$ cat src/hdl/spq_pkg.sv
// ============================================================================
// spq_pkg: shared definitions for the stable priority queue
// Operation codes, status codes, field widths and default sizing.
// ============================================================================
package spq_pkg;

    // Width of each field in an input word and a result word.
    localparam int FUNC_W   = 2;
    localparam int PRIO_W   = 8;
    localparam int ID_W     = 16;
    localparam int STATUS_W = 2;
    localparam int OCC_W    = 5;

    // Widths of the stream data buses, padded up to whole bytes.
    localparam int S_DATA_W = 32;
    localparam int M_DATA_W = 32;

    // Default number of entries the queue can hold.
    localparam int DEFAULT_CAPACITY = 16;

    // Operation codes carried in the func field.
    typedef enum logic [FUNC_W-1:0] {
        FUNC_INSERT = 2'd0,
        FUNC_POP    = 2'd1,
        FUNC_REMOVE = 2'd2
    } func_t;

    // Status codes returned with every result.
    typedef enum logic [STATUS_W-1:0] {
        ST_OK   = 2'd0,
        ST_MISS = 2'd1,
        ST_FULL = 2'd2
    } status_t;

    // First and last id handed out by the id counter.
    localparam logic [ID_W-1:0] ID_FIRST = 16'd1;
    localparam logic [ID_W-1:0] ID_LAST  = 16'hFFFF;

endpackage

$ cat src/hdl/spq_ram.sv
// ============================================================================
// spq_ram: generic simple dual-port RAM
// One write port and one read port on the same clock; read data is
// registered, so it appears the cycle after the address.
// ============================================================================
module spq_ram #(
    parameter int WIDTH = 24,
    parameter int DEPTH = 16
) (
    input  logic                     clk,
    input  logic                     we,
    input  logic [$clog2(DEPTH)-1:0] waddr,
    input  logic [WIDTH-1:0]         wdata,
    input  logic [$clog2(DEPTH)-1:0] raddr,
    output logic [WIDTH-1:0]         rdata
);

    logic [WIDTH-1:0] mem [DEPTH];

    // Write port and registered read port.
    always_ff @(posedge clk) begin
        if (we) begin
            mem[waddr] <= wdata;
        end
        rdata <= mem[raddr];
    end

endmodule

$ cat src/hdl/stable_priority_queue_with_remove_unit.sv
// ============================================================================
// stable_priority_queue_with_remove_unit: sorted priority queue with remove
// Bounded queue kept in priority order, highest first, ties in arrival order.
// ============================================================================
// Each input word is one operation: insert, pop or remove by id. The entries
// live in one RAM with a single read and a single write port, and a small
// sequencer walks it one entry per cycle, reading an entry and writing its
// neighbor in the same cycle. An insert scans from the tail toward the head,
// moving each lower-priority entry up by one. Pop and remove by id scan from
// the head, closing the gap behind the match. An insert into a full queue, a
// pop or remove on an empty queue and an unused code go straight to the
// result. The input side is not ready while an operation runs; a finished
// result waits in the output register and the next word is taken while it
// waits. RAM contents need no clearing after reset, since only slots below
// the entry count are read.
module stable_priority_queue_with_remove_unit #(
    parameter int CAPACITY = spq_pkg::DEFAULT_CAPACITY
) (
    input  logic                          aclk,
    input  logic                          aresetn,
    // Input words.
    input  logic                          s_axis_tvalid,
    output logic                          s_axis_tready,
    // [1:0] func, [9:2] priority_req, [25:10] target_id, [31:26] zero
    input  logic [spq_pkg::S_DATA_W-1:0]  s_axis_tdata,
    // Result words.
    output logic                          m_axis_tvalid,
    input  logic                          m_axis_tready,
    // [1:0] status, [17:2] out_id, [25:18] out_priority, [30:26] occupancy,
    // [31] zero
    output logic [spq_pkg::M_DATA_W-1:0]  m_axis_tdata
);

    import spq_pkg::*;

    localparam int AW     = (CAPACITY > 1) ? $clog2(CAPACITY) : 1;
    localparam int CW     = $clog2(CAPACITY + 1);
    localparam int WORD_W = ID_W + PRIO_W;

    typedef enum logic [2:0] {
        S_IDLE,
        S_INS_RD,
        S_INS_CHK,
        S_INS_PUT,
        S_RM_RD,
        S_RM_CHK,
        S_FIN
    } state_t;

    state_t            state_reg, state_next;
    logic [CW-1:0]     count_reg, count_next;
    logic [ID_W-1:0]   next_id_reg, next_id_next;
    logic [FUNC_W-1:0] func_reg, func_next;
    logic [PRIO_W-1:0] prio_req_reg, prio_req_next;
    logic [ID_W-1:0]   target_reg, target_next;
    logic [AW-1:0]     idx_reg, idx_next;
    logic              found_reg, found_next;
    status_t           res_status_reg, res_status_next;
    logic [ID_W-1:0]   res_id_reg, res_id_next;
    logic [PRIO_W-1:0] res_prio_reg, res_prio_next;
    logic              m_valid_reg, m_valid_next;
    logic [M_DATA_W-1:0] m_data_reg, m_data_next;

    // RAM port signals.
    logic              ram_we;
    logic [AW-1:0]     ram_waddr;
    logic [WORD_W-1:0] ram_wdata;
    logic [AW-1:0]     ram_raddr;
    logic [WORD_W-1:0] ram_rdata;
    logic [ID_W-1:0]   rd_id;
    logic [PRIO_W-1:0] rd_prio;

    // Input word fields.
    logic [FUNC_W-1:0] in_func;
    logic [PRIO_W-1:0] in_prio;
    logic [ID_W-1:0]   in_target;
    logic              hit;
    logic              at_tail;

    assign in_func   = s_axis_tdata[FUNC_W-1:0];
    assign in_prio   = s_axis_tdata[FUNC_W +: PRIO_W];
    assign in_target = s_axis_tdata[FUNC_W+PRIO_W +: ID_W];

    assign rd_prio = ram_rdata[PRIO_W-1:0];
    assign rd_id   = ram_rdata[PRIO_W +: ID_W];

    assign s_axis_tready = (state_reg == S_IDLE);
    assign m_axis_tvalid = m_valid_reg;
    assign m_axis_tdata  = m_data_reg;

    // Entry storage, one word per slot with slot 0 at the head.
    spq_ram #(
        .WIDTH (WORD_W),
        .DEPTH (CAPACITY)
    ) u_ram (
        .clk   (aclk),
        .we    (ram_we),
        .waddr (ram_waddr),
        .wdata (ram_wdata),
        .raddr (ram_raddr),
        .rdata (ram_rdata)
    );

    // Match for pop is the head slot; for remove, the first id match.
    assign hit = !found_reg &&
                 ((func_reg == FUNC_POP) ? (idx_reg == '0) : (rd_id == target_reg));
    assign at_tail = (CW'(idx_reg) == (count_reg - CW'(1)));

    // Sequencer next-state and RAM control.
    always_comb begin
        state_next      = state_reg;
        count_next      = count_reg;
        next_id_next    = next_id_reg;
        func_next       = func_reg;
        prio_req_next   = prio_req_reg;
        target_next     = target_reg;
        idx_next        = idx_reg;
        found_next      = found_reg;
        res_status_next = res_status_reg;
        res_id_next     = res_id_reg;
        res_prio_next   = res_prio_reg;
        m_valid_next    = m_valid_reg;
        m_data_next     = m_data_reg;
        ram_we          = 1'b0;
        ram_waddr       = idx_reg;
        ram_wdata       = ram_rdata;
        ram_raddr       = idx_reg;

        if (m_valid_reg && m_axis_tready) begin
            m_valid_next = 1'b0;
        end

        case (state_reg)
            S_IDLE: begin
                if (s_axis_tvalid) begin
                    func_next       = in_func;
                    prio_req_next   = in_prio;
                    target_next     = in_target;
                    found_next      = 1'b0;
                    res_status_next = ST_MISS;
                    res_id_next     = '0;
                    res_prio_next   = '0;
                    state_next      = S_FIN;
                    case (in_func)
                        FUNC_INSERT: begin
                            if (count_reg >= CW'(CAPACITY)) begin
                                res_status_next = ST_FULL;
                            end else begin
                                res_status_next = ST_OK;
                                res_id_next     = next_id_reg;
                                res_prio_next   = in_prio;
                                next_id_next    = (next_id_reg == ID_LAST) ?
                                                  ID_FIRST : next_id_reg + ID_W'(1);
                                if (count_reg == '0) begin
                                    idx_next   = '0;
                                    state_next = S_INS_PUT;
                                end else begin
                                    idx_next   = AW'(count_reg - CW'(1));
                                    state_next = S_INS_RD;
                                end
                            end
                        end
                        FUNC_POP, FUNC_REMOVE: begin
                            if (count_reg != '0) begin
                                idx_next   = '0;
                                state_next = S_RM_RD;
                            end
                        end
                        default: begin
                            state_next = S_FIN;
                        end
                    endcase
                end
            end

            S_INS_RD: begin
                state_next = S_INS_CHK;
            end

            // Walk toward the head, moving lower-priority entries up a slot.
            S_INS_CHK: begin
                ram_we    = 1'b1;
                ram_waddr = idx_reg + AW'(1);
                if (rd_prio < prio_req_reg) begin
                    ram_wdata = ram_rdata;
                    if (idx_reg == '0) begin
                        state_next = S_INS_PUT;
                    end else begin
                        ram_raddr = idx_reg - AW'(1);
                        idx_next  = idx_reg - AW'(1);
                    end
                end else begin
                    ram_wdata  = {res_id_reg, prio_req_reg};
                    count_next = count_reg + CW'(1);
                    state_next = S_FIN;
                end
            end

            S_INS_PUT: begin
                ram_we     = 1'b1;
                ram_waddr  = idx_reg;
                ram_wdata  = {res_id_reg, prio_req_reg};
                count_next = count_reg + CW'(1);
                state_next = S_FIN;
            end

            S_RM_RD: begin
                state_next = S_RM_CHK;
            end

            // Walk toward the tail; after the match, move each entry down a slot.
            S_RM_CHK: begin
                ram_raddr = idx_reg + AW'(1);
                if (found_reg) begin
                    ram_we    = 1'b1;
                    ram_waddr = idx_reg - AW'(1);
                    ram_wdata = ram_rdata;
                end
                if (hit) begin
                    found_next      = 1'b1;
                    res_status_next = ST_OK;
                    res_id_next     = rd_id;
                    res_prio_next   = rd_prio;
                end
                if (at_tail) begin
                    if (found_reg || hit) begin
                        count_next = count_reg - CW'(1);
                    end
                    state_next = S_FIN;
                end else begin
                    idx_next = idx_reg + AW'(1);
                end
            end

            // Hand the result to the output register once it is free.
            S_FIN: begin
                if (!m_valid_reg || m_axis_tready) begin
                    m_valid_next = 1'b1;
                    m_data_next  = M_DATA_W'({OCC_W'(count_reg), res_prio_reg,
                                              res_id_reg, res_status_reg});
                    state_next   = S_IDLE;
                end
            end

            default: begin
                state_next = S_IDLE;
            end
        endcase
    end

    // State and registered outputs.
    always_ff @(posedge aclk) begin
        if (!aresetn) begin
            state_reg   <= S_IDLE;
            count_reg   <= '0;
            next_id_reg <= ID_FIRST;
            m_valid_reg <= 1'b0;
            found_reg   <= 1'b0;
        end else begin
            state_reg   <= state_next;
            count_reg   <= count_next;
            next_id_reg <= next_id_next;
            m_valid_reg <= m_valid_next;
            found_reg   <= found_next;
        end
        func_reg       <= func_next;
        prio_req_reg   <= prio_req_next;
        target_reg     <= target_next;
        idx_reg        <= idx_next;
        res_status_reg <= res_status_next;
        res_id_reg     <= res_id_next;
        res_prio_reg   <= res_prio_next;
        m_data_reg     <= m_data_next;
    end

`ifndef NO_ASSERTIONS
    // The entry count never exceeds the capacity.
    assert property (@(posedge aclk) disable iff (!aresetn)
        count_reg <= CW'(CAPACITY))
        else $error("entry count above capacity");

    // Every RAM write lands inside the queue.
    assert property (@(posedge aclk) disable iff (!aresetn)
        ram_we |-> (CW'(ram_waddr) < CW'(CAPACITY)))
        else $error("RAM write outside the queue");

    // The id counter never hands out zero.
    assert property (@(posedge aclk) disable iff (!aresetn)
        next_id_reg != '0)
        else $error("id counter reached zero");

    // In the cycle after a word is taken, the input side is closed.
    assert property (@(posedge aclk) disable iff (!aresetn)
        (s_axis_tvalid && s_axis_tready) |=> !s_axis_tready)
        else $error("input taken while an operation runs");
`endif

endmodule

$ cat config.mk
export PLATFORM = sky130hd
export DESIGN_NAME = stable_priority_queue_with_remove_unit
export DESIGN_NICKNAME = d
export VERILOG_FILES = /design/src/hdl/spq_pkg.sv /design/src/hdl/spq_ram.sv /design/src/hdl/stable_priority_queue_with_remove_unit.sv
export SDC_FILE = /design/constraint.sdc
export NUM_CORES = 1
export LEC_CHECK = 0
export ABC_AREA = 1
export CORE_MARGIN = 10
export CORE_UTILIZATION = 57
export DETAILED_ROUTE_END_ITERATION = 10
export DONT_BUFFER_PORTS = 1
export PLACE_DENSITY = 0.75
export SYNTH_ARGS = -nofsm -noshare
export SYNTH_HDL_FRONTEND = slang
export SYNTH_HIERARCHICAL = 1
export SYNTH_SLANG_ARGS = --single-unit
export TNS_END_PERCENT = 5
$ cat constraint.sdc
create_clock -name aclk -period 2.9 [get_ports aclk]
set_input_delay 0.29 -clock aclk [delete_from_list [all_inputs] [get_ports aclk]]
set_output_delay 0.29 -clock aclk [all_outputs]
set_load 0.05 [all_outputs]
==> results by group, run 1 <==
Status
  • Run status: completed

Setup path
  • CP Capture Type: flop
  • Req. time, crit path: 3.37 ns
  • FF-to-FF setup slack: 0.07 ns
  • CP Launch Type: flop
  • Worst EP arrival: 3.29 ns
  • CP max FO: 49
  • Crit Path Class: flop to flop

Clock tree
  • Clock Path Buffers: 3
  • Clk_lat worst skew: 0.61 ns
  • CTS tree: yes
  • Clock transition at path regs: 0.06 ns
  • Inserted Clock Buffers: 51
  • Clk sinks: 521
  • Root buffer cell: clkbuf_16
  • Max H-tree Level: 2

Cells and area
  • Layout Nets: 2,399
  • Layout cells sized above 1: 0.128
  • Max FFs per register: around 380
  • Filler instances: 2,752
  • Register bank with the most flops: u_ram/mem
  • N_diodes: 0
  • Non-filler cells, final: 2,916
  • P&R area growth vs syn: 17.1%

Yosys
  • Syn Nets: roughly 2,300
  • EDFF count, synth: 471
  • Yosys reg bits: 521
  • Yosys warns: 6
  • Number of library cell types mapped by synthesis: 48
  • Synth Flop Type: edfxtp_1
  • Avg Inst Size Synth: a little over 10 um^2
  • Sequential fraction of the synthesis area: 0.663
  • Syn Std Cell Area: 0.0228 mm^2
  • Mapped Cells: 2,218
  • Async set-reset flop share out of synthesis: 0

Timing
  • Fmax: roughly 0.35 GHz
  • Worst setup margin: roughly 0.074 ns
  • RSZ-0062 raised after global routing: true
  • Slew Limit Fails: 0
  • Final Hold Fails: 0
  • Slew HR: 0.504
  • Worst Tran Pin Value: 0.744 ns
  • Final period util: 0.975
  • Final hold slack: about 0.082 ns
  • Clk_skew: 0.0215 ns
  • Period minus WS final: 2.83 ns
  • Final setup fails: 0

Drt
  • Drt pass-1 iters: 7
  • Avg WL per Cell: 20.7 um
  • DR vias: between 15,000 and 20,000
  • Average via count per standard cell: 5.62
  • Routed WL: 60.2 mm
  • Residual DRC: 0
  • Detailed Route Iter0 Violations: 2,153
  • DRT antenna net count: 0

Power and ir drop
  • VDD IR-drop max: roughly 0.73 mV
  • Pwr Density: 1260 mW/mm^2
  • P_leak: 11.3 nW

Global routing
  • First-pass GRT wire length: 89.5 mm
  • GRT overflow: 0
  • Largest net degree at the start of global routing: 57
  • Initial antenna violation count: 1
  • Total Routing Usage GR: 0.242
  • Vias in the first global route: 15,800

Floorplanning
  • Die H: 220 um
  • Initial Util: 0.576
  • Die X: 220 um
  • Die area: 0.0485 mm^2
  • Number of placement rows: 73
  • CORE AREA: 0.0396 mm^2
  • # IOs: 70

Placement
  • # port buffers: 0
  • Post-placement cell count: ~2,800
  • Dpl ws: -0.138 ns
  • Placer's final routability congestion estimate: between 0.9 and 1
  • Dpl hpwl: between 30 and 40 mm

Job
  • Max Cap Viol: 0

Hold path
  • Hold Crit Class: input port to flop
-- cell type report --
cell class	count	area, um^2	share of cell area
tap	525	657	0.0246
multi-input combinational	1224	5930	0.222
clock inverter	30	260	0.00973
sequential	521	15100	0.566
inverter	378	1440	0.0538
timing repair buffer	172	1910	0.0714
clock buffer	66	1400	0.0525
-- kinds of logic after synthesis --
| kind of cell | count (synthesis) | synth area share |
|---|---|---|
| compound gates | 98 | 0.0249 |
| xor+xnor | 24 | 0.00920 |
| fa+ha+maj | 15 | 0.00822 |
| buf+inv | 473 | 0.0843 |
| flops | 521 | 0.663 |
| mux | 5 | 0.00247 |
| other cells | 1 | 0.000164 |
| simple gates | 1081 | 0.208 |
-- critical path, stage by stage (launching register included) --
cell       delay (ns)
edfxtp_1         0.38
inv_2            0.08
ha_1             0.25
a21oi_1          0.17
o21a_2           0.23
nand4_4          0.11
nand2_1          0.09
a2bb2oi_2        0.05
buf_4            0.14
o21ai_4          0.13
buf_12           0.29
buf_4            0.22
nand2_1          0.06
nand3_1          0.09
nand3_1          0.11
nand3_1          0.14
nand2_1          0.11
-- Yosys cell counts (all sizes together) (2+ instances only) --
cell type  instances  area (um^2)
nand4              7         73.8
xnor2             11         96.3
o21a               2         15.0
edfxtp           471        14100
o221ai             4         35.0
inv              378         1420
a31oi              2         12.5
nor3              11         60.1
o31ai              4         30.0
o211ai             6         45.0
nand2            637         2430
xor2              13          114
buf               82          453
nor2              78          402
o21ai             41          205
a21oi             36          199
ha                15          188
dfxtp             50         1000
nand3            343         1740
mux2               5         56.3
clkbuf            13         48.8
-- power by group --
| part | internal [W] | total (W) | switching (W) |
|---|---|---|---|
| clock network | 0.00377 | 0.00661 | 0.00283 |
| registers | 0.0106 | 0.0113 | 0.000744 |
| logic | 0.00539 | 0.0158 | 0.0104 |
| total | 0.0197 | 0.0337 | 0.0140 |
-- per-layer routing --
metal	routed length (um)	vias to the layer above	GRT usage
li1	-	7500	-
met1	22700	7848	0.316
met2	29300	878	0.403
met3	6030	149	0.0376
met4	2180	2	0.0966
met5	13	-	0
-- final timing paths --
path | startpoint | end | depth (start not counted)
max | prio_req_reg[7] | u_ram/rdata[8] | 16
min | s_axis_tvalid | found_reg | 3
max reg2reg | prio_req_reg[7] | u_ram/rdata[8] | 16
min reg2reg | res_prio_reg[1] | m_axis_tdata[19] | 0
-- timing repair --
item,CTS,global route
cloned,2,4
pin swaps,1,6
endpoints found under the setup margin,4,46
buffers inserted,0,9
resized for setup,7,21
hold buffers,28,0
endpoints found under the hold margin,45,0
-- cells in the final DEF, fill, tap and decap left out, types with 15 or more instances in the layout --
cell and instances:
a21oi_1 30, buf_12 31, buf_4 102, clkbuf_16 56, dfxtp_1 50, dlygate4sd3_1 28
edfxtp_1 471, ha_1 15, inv_1 362, nand2_1 621, nand3_1 338, nor2_1 47
nor2_4 16, o21ai_0 35
-- metrics by stage --
stage               power [W]  utilization  setup TNS (ns)  cell area [um^2]
CTS                    0.0327        0.668               0             26500
global placement       0.0253        0.617         -0.0855             24500
finish                 0.0337        0.675               0             26700
floorplan              0.0201            -          -0.546             22800
detailed placement     0.0258        0.617          -0.190             24500
global route           0.0353        0.675          -0.208             26700
(Power assumes the default switching activity.)
==> inputs of run 2 (changes only) <==
--- a/config.mk
+++ b/config.mk
@@ -7,10 +7,10 @@
 export LEC_CHECK = 0
 export ABC_AREA = 1
 export CORE_MARGIN = 10
-export CORE_UTILIZATION = 57
+export CORE_UTILIZATION = 60
 export DETAILED_ROUTE_END_ITERATION = 10
 export DONT_BUFFER_PORTS = 1
-export PLACE_DENSITY = 0.75
+export PLACE_DENSITY = 0.86
 export SYNTH_ARGS = -nofsm -noshare
 export SYNTH_HDL_FRONTEND = slang
 export SYNTH_HIERARCHICAL = 1
==> constraint.sdc (replaced) <==
create_clock -name aclk -period 3.2 [get_ports aclk]
set_input_delay 0.32 -clock aclk [delete_from_list [all_inputs] [get_ports aclk]]
set_output_delay 0.32 -clock aclk [all_outputs]
set_load 0.05 [all_outputs]
==> run 2 against run 1 <==
Clock power fell by 7.4%. Combinational power decreased by 16%. Final cell count is 2.6% lower. Clock skew increased by 0.0052 ns. Critical path type unchanged. Critical endpoint is now u_ram/rdata[7]. Largest power group unchanged.
==> results by group, run 2 (synthesized netlist as in run 1, its figures left out) <==
Timing
  • Fmax: 0.322 GHz
  • Final setup fails: 0
  • Worst setup margin: 0.0954 ns
  • Slew Limit Fails: 0
  • Worst Tran Pin Value: 0.624 ns
  • Clk_skew: 0.0266 ns
  • Period minus WS final: about 3.1 ns
  • Final Hold Fails: 0
  • Final period util: 0.970
  • Slew HR: 0.584

Clock tree
  • Max H-tree Level: 2
  • Clk sinks: 521
  • Clock transition at path regs: 0.07 ns
  • Clk_lat worst skew: 0.60 ns
  • CTS tree: yes
  • Root buffer cell: clkbuf_16
  • Inserted Clock Buffers: 50
  • Clock Path Buffers: 3

Placement
  • Dpl ws: about 0.15 ns
  • Placer's final routability congestion estimate: 0.862
  • Dpl hpwl: 35.0 mm
  • Placed cell areas: 0.0240 mm^2
  • Post-placement cell count: 2,714
  • # port buffers: 0

Power and ir drop
  • Switching share of power: 0.422
  • Seq pwr share: 0.347
  • Sw Pwr: approximately 0.013 W
  • VDD IR-drop max: 1.04 mV
  • Pwr Density: 1140 mW/mm^2
  • P_leak: 10.9 nW
  • Clk network pwr share: 0.206
  • Internal power: 0.0172 W
  • Comb power frac: 0.447

Cells and area
  • Register bank with the most flops: u_ram/mem
  • Layout Nets: 2,337
  • Non-filler cells, final: ~2,800
  • Filler instances: ~2,200
  • Final Cell Area: 0.0261 mm^2
  • P&R area growth vs syn: 14.3%
  • Most common cell after layout, fill and taps aside: nand2_1
  • Max FFs per register: approximately 380
  • Post-layout util: 0.695
  • Most frequent cells in the layout: 625 x nand2_1, 471 x edfxtp_1, 365 x inv_1
  • Multi-input gate area: 0.00590 mm^2
  • Storage element area: 0.0151 mm^2
  • Layout cells sized above 1: 0.100

Hold path
  • Hold path endpoint: res_prio_reg[7]
  • Hold Crit Class: input port to flop
  • Hold wc startpoint: s_axis_tdata[9]
  • Hold depth: 2

Setup path
  • Cell count of the worst reg-to-reg path: 19
  • CP bufs+invs: 5
  • CP most frequent cell: nand2_1
  • R2r startpoint: prio_req_reg[3]
  • Req. time, crit path: 3.61 ns
  • Crit-path cells: inv_1 > ha_1 > nand2_1 > inv_1 > nand2_1 > nand2_1 > nand2_2 > buf_4 > nand4_4 > nand2_1 > a2bb2oi_1 > buf_4 > o21ai_4 > buf_4 > nand2_1 > nand3_1 > nand3_1 > nand3_1 > nand2_1
  • Worst EP arrival: about 3.5 ns
  • CP Launch Type: flop
  • Worst stage delay on the critical path: 0.40 ns
  • FF-to-FF setup slack: 0.1 ns
  • CP max FO: 28
  • Kind of cell adding the most delay to the critical path: simple AND/OR/NAND/NOR gates
  • CP max stage cell: buf_4
  • Reg2reg end: u_ram/rdata[7]
  • Crit Path Class: flop to flop
  • CP Capture Type: flop

Drt
  • Routed WL: roughly 61 mm
  • Detailed Route Iter0 Violations: 2,585
  • DRT antenna net count: 0
  • Metal2 WL: 29.8 mm
  • Average via count per standard cell: just under 6
  • WL met3: 7.78 mm
  • Drt pass-1 iters: 6
  • Avg WL per Cell: between 20 and 25 um
  • Top sig layer: met4
  • DR vias: between 15,000 and 20,000
  • Metal-1 WL: ~20 mm
  • Residual DRC: 0

Status
  • Run status: completed

Floorplanning
  • Die X: 215 um
  • CORE AREA: 0.0376 mm^2
  • Initial Util: 0.608
  • # IOs: 70
  • Number of placement rows: 71
  • Die H: 215 um
  • Die area: between 0.04 and 0.05 mm^2

Global routing
  • GRT overflow: 0
  • Total Routing Usage GR: 0.256
  • Largest net degree at the start of global routing: 71
  • Vias in the first global route: roughly 17,000
  • Initial antenna violation count: 1
  • First-pass GRT wire length: slightly above 90 mm

Job
  • Max Cap Viol: 0
[run 2: how the worst max path moves through the flow]
stage / start / cells after the start / slack (ns) / to
finish: prio_req_reg[3] / 19 / 0.1 / u_ram/rdata[7]
global route: idx_reg[0] / 14 / -0.02 / u_ram/rdata[7]
CTS: prio_req_reg[7] / 17 / 0.1 / u_ram/rdata[7]
detailed placement: prio_req_reg[7] / 17 / 0.15 / u_ram/rdata[7]
global placement: prio_req_reg[3] / 20 / 0.22 / u_ram/rdata[7]
floorplan: state_reg[0] / 7 / 0.29 / u_ram/mem[11][0]
[run 2: power groups by stage]
| stage | logic (W) | clock network (W) | registers [W] |
|---|---|---|---|
| floorplan | 0.00808 | 0 | 0.0102 |
| global placement | 0.0116 | 0 | 0.0103 |
| detailed placement | 0.0123 | 0 | 0.0104 |
| CTS | 0.0126 | 0.00611 | 0.0103 |
| global route | 0.0143 | 0.00641 | 0.0103 |
| finish | 0.0133 | 0.00612 | 0.0103 |
[run 2: timing repair]
action / in CTS / in global routing
hold buffers: 28 / 0
gates resized for setup: 0 / 7
setup buffers: 0 / 1
hold endpoints to repair: 39 / 0
endpoints found under the setup margin: 0 / 23
[run 2: metal layers]
metal | up-vias | track usage
met2 | 1281 | 0.432
met1 | 7971 | 0.306
met3 | 267 | 0.0562
met5 | - | 0
met4 | 0 | 0.125
li1 | 7389 | -
[run 2: cell type report]
cell class,instances,share of cell area
sequential,521,0.580
multi-input combinational,1224,0.226
timing repair buffer,111,0.0491
antenna,1,0.0000959
inverter,378,0.0548
clock buffer,73,0.0547
tap,511,0.0245
clock inverter,21,0.0105
[run 2: worst reg2reg max path: cells and delay by family (launching register included)]
kind | cells | cell delay [ns]
flip-flops | 1 | 0.37
buffers and inverters | 5 | 0.85
adder cells (fa/ha/maj) | 1 | 0.27
AO/OA/AOI/OAI | 2 | 0.23
AND/OR/NAND/NOR | 11 | 1.18
[run 2: metrics by stage]
stage          power, W  hold slack [ns]  setup TNS (ns)
3_5_place_dp     0.0227            0.405               0
3_3_place_gp     0.0220            0.405               0
5_1_grt          0.0310           0.0303         -0.0167
2_1_floorplan    0.0182            0.400               0
4_1_cts          0.0289          0.00608               0
6_report         0.0297           0.0226               0
